$ cat config.mk
export PLATFORM = sky130hd
export DESIGN_NAME = infix_to_postfix_converter
export DESIGN_NICKNAME = d
export VERILOG_FILES = /design/src/sv/itp_pkg.sv /design/src/sv/itp_ram.sv /design/src/sv/itp_ctrl.sv /design/src/sv/itp_dp.sv /design/src/sv/infix_to_postfix_converter.sv
export SDC_FILE = /design/constraint.sdc
export NUM_CORES = 1
export LEC_CHECK = 0
export BUFFER_PORTS_ARGS = -buffer_cell sky130_fd_sc_hd__buf_4
export CORE_MARGIN = 2
export CORE_UTILIZATION = 54
export CTS_BUF_LIST = sky130_fd_sc_hd__clkbuf_4 sky130_fd_sc_hd__clkbuf_8 sky130_fd_sc_hd__clkbuf_16
export DETAILED_ROUTE_END_ITERATION = 8
export GPL_ROUTABILITY_DRIVEN = 0
export HOLD_SLACK_MARGIN = 0.02
export PLACE_DENSITY = 0.75
export SLEW_MARGIN = 40
export SYNTH_ARGS = -nofsm -noshare
export SYNTH_HDL_FRONTEND = slang
export SYNTH_HIERARCHICAL = 1
export SYNTH_SLANG_ARGS = --single-unit
$ cat constraint.sdc
create_clock -name i_clk -period 3.6 [get_ports i_clk]
set_input_delay 0 -clock i_clk [delete_from_list [all_inputs] [get_ports i_clk]]
set_output_delay 0 -clock i_clk [all_outputs]
set_load 0.01 [all_outputs]
$ cat src/sv/itp_pkg.sv
// Shared types, constants and helpers for the infix-to-postfix converter.
// No dependencies; used by every module of the block except itp_ram.
package itp_pkg;

    localparam int SYM_W           = 8;
    localparam int STACK_DEPTH_DEF = 32;
    localparam int OP_W            = 2;

    // ASCII codes of the operator symbols and the terminator
    localparam logic [SYM_W-1:0] CH_ADD  = 8'h2B;
    localparam logic [SYM_W-1:0] CH_SUB  = 8'h2D;
    localparam logic [SYM_W-1:0] CH_MUL  = 8'h2A;
    localparam logic [SYM_W-1:0] CH_DIV  = 8'h2F;
    localparam logic [SYM_W-1:0] CH_TERM = 8'h00;

    // stacked operator codes; bit 1 set means high precedence
    typedef enum logic [OP_W-1:0] {
        OP_ADD = 2'd0,
        OP_SUB = 2'd1,
        OP_MUL = 2'd2,
        OP_DIV = 2'd3
    } t_op;

    typedef enum logic [1:0] {
        ST_IDLE,
        ST_POP,
        ST_FETCH,
        ST_TERM
    } t_state;

    typedef enum logic [1:0] {
        EMIT_NONE,
        EMIT_OPERAND,
        EMIT_POPPED,
        EMIT_TERM
    } t_emit;

    // controller -> datapath
    typedef struct packed {
        logic  latch_in;
        t_emit emit;
        logic  emit_last;
        logic  pop;
        logic  push;
        logic  load_top;
    } t_cmd;

    // datapath -> controller
    typedef struct packed {
        logic in_end;
        logic in_is_op;
        logic slot_free;
        logic empty;
        logic pop_now;
        logic pop_again;
        logic flush;
    } t_stat;

    function automatic logic f_is_op(input logic [SYM_W-1:0] sym);
        return (sym == CH_ADD) || (sym == CH_SUB) || (sym == CH_MUL) || (sym == CH_DIV);
    endfunction

    function automatic t_op f_op_code(input logic [SYM_W-1:0] sym);
        t_op code;
        unique case (sym)
            CH_SUB:  code = OP_SUB;
            CH_MUL:  code = OP_MUL;
            CH_DIV:  code = OP_DIV;
            default: code = OP_ADD;
        endcase
        return code;
    endfunction

    function automatic logic [SYM_W-1:0] f_op_char(input t_op code);
        logic [SYM_W-1:0] ch;
        unique case (code)
            OP_ADD: ch = CH_ADD;
            OP_SUB: ch = CH_SUB;
            OP_MUL: ch = CH_MUL;
            OP_DIV: ch = CH_DIV;
        endcase
        return ch;
    endfunction

endpackage

$ cat src/sv/itp_ram.sv
// Generic single-write, single-read RAM with registered read data.
// No dependencies.
module itp_ram #(
    parameter int WIDTH = 2,
    parameter int DEPTH = 32
) (
    input  logic                     i_clk,
    input  logic                     i_we,
    input  logic [$clog2(DEPTH)-1:0] i_waddr,
    input  logic [WIDTH-1:0]         i_wdata,
    input  logic [$clog2(DEPTH)-1:0] i_raddr,
    output logic [WIDTH-1:0]         o_rdata
);

    logic [WIDTH-1:0] r_mem [DEPTH];
    logic [WIDTH-1:0] r_rdata;

    always_ff @(posedge i_clk) begin
        if (i_we) begin
            r_mem[i_waddr] <= i_wdata;
        end
        r_rdata <= r_mem[i_raddr];
    end

    assign o_rdata = r_rdata;

endmodule

$ cat src/sv/itp_ctrl.sv
// Sequencer of the infix-to-postfix converter: accept, pop, fetch, terminate.
// Depends on itp_pkg; drives itp_dp through t_cmd and reads t_stat back.
module itp_ctrl (
    input  logic          i_clk,
    input  logic          i_rst_n,
    input  logic          i_s_tvalid,
    output logic          o_s_tready,
    input  itp_pkg::t_stat i_stat,
    output itp_pkg::t_cmd  o_cmd
);

    itp_pkg::t_state r_state;
    itp_pkg::t_state n_state;

    always_ff @(posedge i_clk) begin
        if (!i_rst_n) begin
            r_state <= itp_pkg::ST_IDLE;
        end else begin
            r_state <= n_state;
        end
    end

    always_comb begin
        n_state          = r_state;
        o_s_tready       = 1'b0;
        o_cmd.latch_in   = 1'b0;
        o_cmd.emit       = itp_pkg::EMIT_NONE;
        o_cmd.emit_last  = 1'b0;
        o_cmd.pop        = 1'b0;
        o_cmd.push       = 1'b0;
        o_cmd.load_top   = 1'b0;

        unique case (r_state)
            itp_pkg::ST_IDLE: begin
                // operands go straight to the output register, so wait for a free slot
                o_s_tready = i_stat.slot_free;
                if (i_s_tvalid && i_stat.slot_free) begin
                    if (i_stat.in_end || i_stat.in_is_op) begin
                        o_cmd.latch_in = 1'b1;
                        n_state        = itp_pkg::ST_POP;
                    end else begin
                        o_cmd.emit      = itp_pkg::EMIT_OPERAND;
                        o_cmd.emit_last = 1'b1;
                    end
                end
            end
            itp_pkg::ST_POP: begin
                if (i_stat.pop_now) begin
                    o_cmd.pop = 1'b1;
                    n_state   = itp_pkg::ST_FETCH;
                end else if (i_stat.flush) begin
                    n_state = itp_pkg::ST_TERM;
                end else begin
                    o_cmd.push = 1'b1;
                    n_state    = itp_pkg::ST_IDLE;
                end
            end
            itp_pkg::ST_FETCH: begin
                // new top arrives from RAM; popped symbol waits here until output is free
                o_cmd.load_top = 1'b1;
                if (i_stat.slot_free) begin
                    o_cmd.emit      = itp_pkg::EMIT_POPPED;
                    o_cmd.emit_last = !i_stat.pop_again && !i_stat.flush;
                    if (i_stat.pop_again) begin
                        n_state = itp_pkg::ST_POP;
                    end else if (i_stat.flush) begin
                        n_state = itp_pkg::ST_TERM;
                    end else begin
                        o_cmd.push = 1'b1;
                        n_state    = itp_pkg::ST_IDLE;
                    end
                end
            end
            itp_pkg::ST_TERM: begin
                if (i_stat.slot_free) begin
                    o_cmd.emit      = itp_pkg::EMIT_TERM;
                    o_cmd.emit_last = 1'b1;
                    n_state         = itp_pkg::ST_IDLE;
                end
            end
            default: begin
                n_state = itp_pkg::ST_IDLE;
            end
        endcase
    end

endmodule

$ cat src/sv/itp_dp.sv
// Datapath of the infix-to-postfix converter: operator stack, level, flags,
// output register. Depends on itp_pkg and itp_ram.
module itp_dp #(
    parameter int STACK_DEPTH = itp_pkg::STACK_DEPTH_DEF
) (
    input  logic                     i_clk,
    input  logic                     i_rst_n,
    input  logic [itp_pkg::SYM_W-1:0] i_s_tdata,
    input  logic                     i_s_tlast,
    output logic                     o_m_tvalid,
    input  logic                     i_m_tready,
    output logic [itp_pkg::SYM_W-1:0] o_m_tdata,
    output logic                     o_m_tlast,
    output logic [1:0]               o_m_tuser,
    input  itp_pkg::t_cmd             i_cmd,
    output itp_pkg::t_stat            o_stat
);

    localparam int AW = $clog2(STACK_DEPTH);
    localparam int LW = $clog2(STACK_DEPTH + 1);
    localparam logic [LW-1:0] LVL_FULL = LW'(STACK_DEPTH);
    localparam logic [LW-1:0] LVL_ONE  = LW'(1);

    logic [LW-1:0]  r_level;
    logic [LW-1:0]  n_level;
    logic           r_ovf;
    itp_pkg::t_op   r_code;
    logic           r_flush;
    itp_pkg::t_op   r_top;
    itp_pkg::t_op   r_pend;
    logic [LW-1:0]  rd_level;
    logic [itp_pkg::OP_W-1:0] rd_data;
    logic           full;
    logic           push_ok;

    logic                      r_out_valid;
    logic [itp_pkg::SYM_W-1:0] r_out_data;
    logic                      r_out_last;
    logic                      r_out_done;
    logic                      r_out_drop;

    assign full    = (r_level == LVL_FULL);
    assign push_ok = i_cmd.push && !full;

    always_comb begin
        priority if (i_cmd.pop) begin
            n_level = r_level - LVL_ONE;
        end else if (push_ok) begin
            n_level = r_level + LVL_ONE;
        end else begin
            n_level = r_level;
        end
    end

    // read the entry just below the next level, so it is ready in the cycle after a pop
    assign rd_level = n_level - LVL_ONE;

    itp_ram #(
        .WIDTH (itp_pkg::OP_W),
        .DEPTH (STACK_DEPTH)
    ) u_stack (
        .i_clk   (i_clk),
        .i_we    (push_ok),
        .i_waddr (r_level[AW-1:0]),
        .i_wdata (r_code),
        .i_raddr (rd_level[AW-1:0]),
        .o_rdata (rd_data)
    );

    always_ff @(posedge i_clk) begin
        if (!i_rst_n) begin
            r_level <= '0;
            r_ovf   <= 1'b0;
        end else begin
            r_level <= n_level;
            if (i_cmd.push && full) begin
                r_ovf <= 1'b1;
            end else if (i_cmd.emit == itp_pkg::EMIT_TERM) begin
                r_ovf <= 1'b0;
            end
        end
    end

    always_ff @(posedge i_clk) begin
        if (i_cmd.latch_in) begin
            r_code  <= itp_pkg::f_op_code(i_s_tdata);
            r_flush <= i_s_tlast;
        end
        if (i_cmd.pop) begin
            r_pend <= r_top;
        end
        if (push_ok) begin
            r_top <= r_code;
        end else if (i_cmd.load_top) begin
            r_top <= itp_pkg::t_op'(rd_data);
        end
    end

    // output register
    always_ff @(posedge i_clk) begin
        if (!i_rst_n) begin
            r_out_valid <= 1'b0;
        end else if (i_cmd.emit != itp_pkg::EMIT_NONE) begin
            r_out_valid <= 1'b1;
        end else if (i_m_tready) begin
            r_out_valid <= 1'b0;
        end
    end

    always_ff @(posedge i_clk) begin
        unique case (i_cmd.emit)
            itp_pkg::EMIT_OPERAND: begin
                r_out_data <= i_s_tdata;
                r_out_done <= 1'b0;
                r_out_drop <= 1'b0;
            end
            itp_pkg::EMIT_POPPED: begin
                r_out_data <= itp_pkg::f_op_char(r_pend);
                r_out_done <= 1'b0;
                r_out_drop <= 1'b0;
            end
            itp_pkg::EMIT_TERM: begin
                r_out_data <= itp_pkg::CH_TERM;
                r_out_done <= 1'b1;
                r_out_drop <= r_ovf;
            end
            itp_pkg::EMIT_NONE: begin
                r_out_data <= r_out_data;
            end
        endcase
        if (i_cmd.emit != itp_pkg::EMIT_NONE) begin
            r_out_last <= i_cmd.emit_last;
        end
    end

    assign o_m_tvalid = r_out_valid;
    assign o_m_tdata  = r_out_data;
    assign o_m_tlast  = r_out_last;
    assign o_m_tuser  = {r_out_drop, r_out_done};

    // pop while the incoming precedence is not above the top's (bit 1 = high)
    assign o_stat.in_end    = i_s_tlast;
    assign o_stat.in_is_op  = itp_pkg::f_is_op(i_s_tdata);
    assign o_stat.slot_free = !r_out_valid || i_m_tready;
    assign o_stat.empty     = (r_level == '0);
    assign o_stat.flush     = r_flush;
    assign o_stat.pop_now   = (r_level != '0) && (r_flush || !r_code[1] || r_top[1]);
    assign o_stat.pop_again = (r_level != '0) && (r_flush || !r_code[1] || rd_data[1]);

endmodule

$ cat src/sv/infix_to_postfix_converter.sv
// Top level of the infix-to-postfix converter (shunting yard, no parentheses).
// Depends on itp_pkg, itp_ctrl, itp_dp and, through itp_dp, itp_ram.

// Takes one infix symbol per request on the slave side and delivers postfix
// symbols on the master side. A byte other than + - * / is an operand and
// comes out unchanged. An operator first pops every stacked operator whose
// precedence is not below its own (* / above + -), then is pushed; a push
// onto a full stack drops the operator and raises a sticky flag. A request
// with tlast set ends the expression: the stack is flushed and a zero
// terminator follows, with tuser[0] set and tuser[1] carrying the flag,
// which is then cleared. o_m_tlast marks the last result of each request;
// an operator that only pushes produces no result. The stack lives in a
// RAM with registered read, and the next stack top is fetched from it
// after every pop. A result still waiting on the master side holds
// o_s_tready low and stalls the sequencer until it is taken.
module infix_to_postfix_converter #(
    parameter int STACK_DEPTH = itp_pkg::STACK_DEPTH_DEF   // 2 .. 63
) (
    input  logic                      i_clk,
    input  logic                      i_rst_n,
    // slave side
    input  logic                      i_s_tvalid,
    output logic                      o_s_tready,
    input  logic [itp_pkg::SYM_W-1:0] i_s_tdata,   // [7:0] symbol
    input  logic                      i_s_tlast,   // end_marker
    // master side
    output logic                      o_m_tvalid,
    input  logic                      i_m_tready,
    output logic [itp_pkg::SYM_W-1:0] o_m_tdata,   // [7:0] out_symbol
    output logic                      o_m_tlast,   // last_of_run
    output logic [1:0]                o_m_tuser    // [0] expression_done, [1] dropped_operator
);

    itp_pkg::t_cmd  cmd;
    itp_pkg::t_stat stat;

    itp_ctrl u_ctrl (
        .i_clk      (i_clk),
        .i_rst_n    (i_rst_n),
        .i_s_tvalid (i_s_tvalid),
        .o_s_tready (o_s_tready),
        .i_stat     (stat),
        .o_cmd      (cmd)
    );

    itp_dp #(
        .STACK_DEPTH (STACK_DEPTH)
    ) u_dp (
        .i_clk      (i_clk),
        .i_rst_n    (i_rst_n),
        .i_s_tdata  (i_s_tdata),
        .i_s_tlast  (i_s_tlast),
        .o_m_tvalid (o_m_tvalid),
        .i_m_tready (i_m_tready),
        .o_m_tdata  (o_m_tdata),
        .o_m_tlast  (o_m_tlast),
        .o_m_tuser  (o_m_tuser),
        .i_cmd      (cmd),
        .o_stat     (stat)
    );

`ifndef SYNTHESIS
    // never pop an empty stack
    a_pop_nonempty: assert property (@(posedge i_clk) disable iff (!i_rst_n)
        cmd.pop |-> !stat.empty)
        else $error("pop issued on empty stack");

    // a result is only loaded when the output register is free
    a_emit_slot: assert property (@(posedge i_clk) disable iff (!i_rst_n)
        (cmd.emit != itp_pkg::EMIT_NONE) |-> stat.slot_free)
        else $error("result overwrote a pending result");

    // terminator is a zero byte closing its request
    a_term_form: assert property (@(posedge i_clk) disable iff (!i_rst_n)
        (o_m_tvalid && o_m_tuser[0]) |-> (o_m_tdata == itp_pkg::CH_TERM) && o_m_tlast)
        else $error("malformed terminator");

    // drop flag only travels on the terminator
    a_drop_on_term: assert property (@(posedge i_clk) disable iff (!i_rst_n)
        (o_m_tvalid && o_m_tuser[1]) |-> o_m_tuser[0])
        else $error("drop flag outside terminator");
`endif

endmodule

==> flow_summary.ini <==
[status]
status = completed

[layout]
final_cell_mix = edfxtp_1 (82), nor2_1 (52), buf_4 (49)
post-route-util_pct = 68.09
syn2layout_area_growth_pct = 20.54
drive_gt1_share_pct = 26.03
insertedDiodeCount = 0
design_area_um2 = 5316
nNetsFinal = 427
layout_commonest_cell = edfxtp_1

[synth]
synth_edf_count = 82
yosysSeqAreaShare_pct = 61.28
synthesis.nets = 366
async_flop_share_pct = 0
netlist_area_um2 = 4410
yosysWarnings = 6
ys.flop_type = edfxtp_1
ys_types = 54
yosysTopAreaCell = edfxtp_1
synthCells = 345
ys_seq_elements = 94
synthTopCellsByArea = edfxtp_1 (56%), mux2i_1 (7.7%), dfxtp_1 (5.4%), nor2_1 (4.5%), a22oi_1 (2.6%)
synth_area_per_cell_um2 = 12.78
synth_top_cell_area_share_pct = 55.83

[sta]
final.setup.tns_ps = 0
worst_slew_pin_slew_ps = 549.6
slew_viol_final = 0
period_minus_slack_ps = 3481
fmaxAchievable_mhz = 287.3
hold_viol = 0
finalSetupViolCount = 0
skew_ps = 13.23
post-route-period-util_pct = 96.70
setup_slack_ps = 118.7
max_slew_margin_pct = 63.36

[routing]
drc = 0
first_iter_violations = 229
routed_wl_mm = 9.168
drt-met1-wl_mm = 3.933
wl_per_cell_um = 17.87
dr_wl_met3_um = 517
postRouteAntennaNets = 0
avgViaCountPerCell = 5.667
first_pass_iters = 5
vias = 2907
wl_met2_mm = 4.583
top_layer_used = met4

[power_and_ir_drop]
combPwrFrac_pct = 62.9
power_frac_clock_pct = 13.1
power.switching_mw = 2.218
netSwitchingFraction_pct = 38.73
power_density_nw_per_um2 = 1077
internal-power_mw = 3.509
power_frac_seq_pct = 24.0
ir_drop_mv = 0.9777
p_leak_nw = 2.128

[setup_path]
worst_setup_path_start_kind = register
endpoint_kind = register
crit_path_top_delay_cell = or3b_4
reg2reg_from = u_dp/r_level[0]
worst-path-max-fanout = 7
crit_top_cell = ha_4
arrival_ps = 3710
critPathLaunch = u_dp/r_level[0]
crit_type = register to register
reg2reg_slack_ps = 120
worstPathCellList = inv_2 -> ha_4 -> or3b_4 -> nor3_4 -> nor2_2 -> nand3b_1 -> a21oi_2 -> o21ai_4 -> buf_4 -> nand2_1 -> xnor2_2 -> ha_4 -> inv_4 -> nor2b_4 -> buf_6 -> a22oi_1 -> and4b_1 -> a31oi_1 -> o311ai_2
path_delay_family = simple AND/OR/NAND/NOR gates
slowest_delay_ps = 390
cp_num_buf_inv = 4
crit_required_ps = 3830

[floorplan]
fp.dieArea_um2 = 8907
coreArea_um2 = 7807
start_util_pct = 56.49
num_rows = 32
num_io_pins = 26
die_h_um = 94.38
die_x_um = 94.38

[grt]
antenna_found_initial = 0
grt_pass1_wl_mm = 14.11
grt_pass1_vias = 2874
grtUsageTotal_pct = 21.43
grt.overflow.total = 0
grt_start_max_net_pins = 34

[worst_hold_path]
hold_start = i_s_tvalid
min_path_type = input port to register

[clock_network]
clkTransAtPathRegs_ps = 90
clk_path_buf_depth = 2
h-tree-depth = 3
cts_tree = done
root_buffer = clkbuf_8
cts.sinks = 94
clk_latency_ps = 350
cts_made_buffers = 9

[placement]
placed_area_um2 = 4805
dp_hpwl_mm = 6.138
place_ws_ps = -47.32
io_buffers = 25

[flow_run]
maxCapViolations = 0
==> cell type report <==
cell class                 count  area [µm²]
clock buffer                  10       131.4
inverter                      14       55.05
multi-input combinational    224        1694
tap                          102       127.6
timing repair buffer          63       516.7
sequential                    94        2705
clock inverter                 6       86.33
fill                         541        2491
==> stage by stage <==
| step | instances | total power, mW | hold slack [ps] |
|---|---|---|---|
| CTS | 506 | 4.918 | 60.72 |
| floorplan | 345 | 3.454 | 98.87 |
| finish | 513 | 5.727 | 73.77 |
| detailed placement | 480 | 4.165 | 216.1 |
| global route | 513 | 6.054 | 74.50 |
| global placement | 479 | 4.070 | 215.0 |
==> flip-flops by register name, indices dropped and copies added (netlist names), 2 cells and up <==
name / count
u_dp/r_pend: 2
u_dp/u_stack/r_mem: 64
u_dp/r_code: 2
u_ctrl/r_state: 2
u_dp/r_level: 6
u_dp/u_stack/o_rdata: 2
u_dp/o_m_tdata: 8
u_dp/r_top: 2
==> synthesized netlist by cell type (6+ instances only) <==
cell type  number
a21oi_1         9
a22oi_1        15
dfxtp_1        12
edfxtp_1       82
ha_1            8
inv_1          14
mux2i_1        34
nand2_1        18
nand3b_1        9
nor2_1         53
xnor2_1         6
==> path summary, 6_finish.rpt <==
path | cells after the start | endpoint
max | 19 | u_dp/u_stack/o_rdata[0]
min | 4 | u_ctrl/r_state[1]
max reg2reg | 19 | u_dp/u_stack/o_rdata[0]
min reg2reg | 0 | u_dp/r_pend[0]
==> worst reg2reg max path: stages, from the launching register on <==
cell      delay [ps]
dfxtp_2          340
inv_2             80
ha_4             130
or3b_4           390
nor3_4           190
nor2_2            60
nand3b_1         190
a21oi_2          230
o21ai_4           90
buf_4            160
nand2_1          100
xnor2_2          180
ha_4             260
inv_4             80
nor2b_4          160
buf_6            140
a22oi_1          100
and4b_1          190
a31oi_1          170
o311ai_2         130
==> metal layers <==
layer | up-vias | GRT usage, %
li1 | 1387 | -
met1 | 1426 | 27.71
met2 | 82 | 35.71
met3 | 12 | 4.709
met4 | 0 | 7.971
met5 | - | 0
==> power groups by stage <==
stage | Clock, mW | Sequential, mW | Combinational [mW]
after global placement | 0 | 1.39 | 2.68
final | 0.749 | 1.38 | 3.60
after global routing | 0.793 | 1.39 | 3.87
after detailed placement | 0 | 1.39 | 2.77
after CTS | 0.759 | 1.37 | 2.79
after floorplan | 0 | 1.43 | 2.02
==> cell families (layout without fill, tap and decap cells) <==
logic type / Yosys count / count (layout) / share of synthesized area (%)
AO/OA/AOI/OAI: 43 / 43 / 7.234
XOR/XNOR: 9 / 9 / 1.787
adder cells (fa/ha/maj): 8 / 8 / 2.270
buffers and inverters: 27 / 93 / 3.489
flip-flops: 94 / 94 / 61.28
multiplexers: 39 / 39 / 9.163
AND/OR/NAND/NOR: 125 / 125 / 14.78
==> what timing repair did <==
item / 4_1_cts / 5_1_grt
hold endpoints to repair: 15 / 0
setup buffers: 0 / 7
hold buffers: 10 / 0
endpoints found under the setup margin: 2 / 2
pin swaps: 0 / 13
resized for setup: 1 / 32
Note: power is estimated with default switching activity, not from simulation.
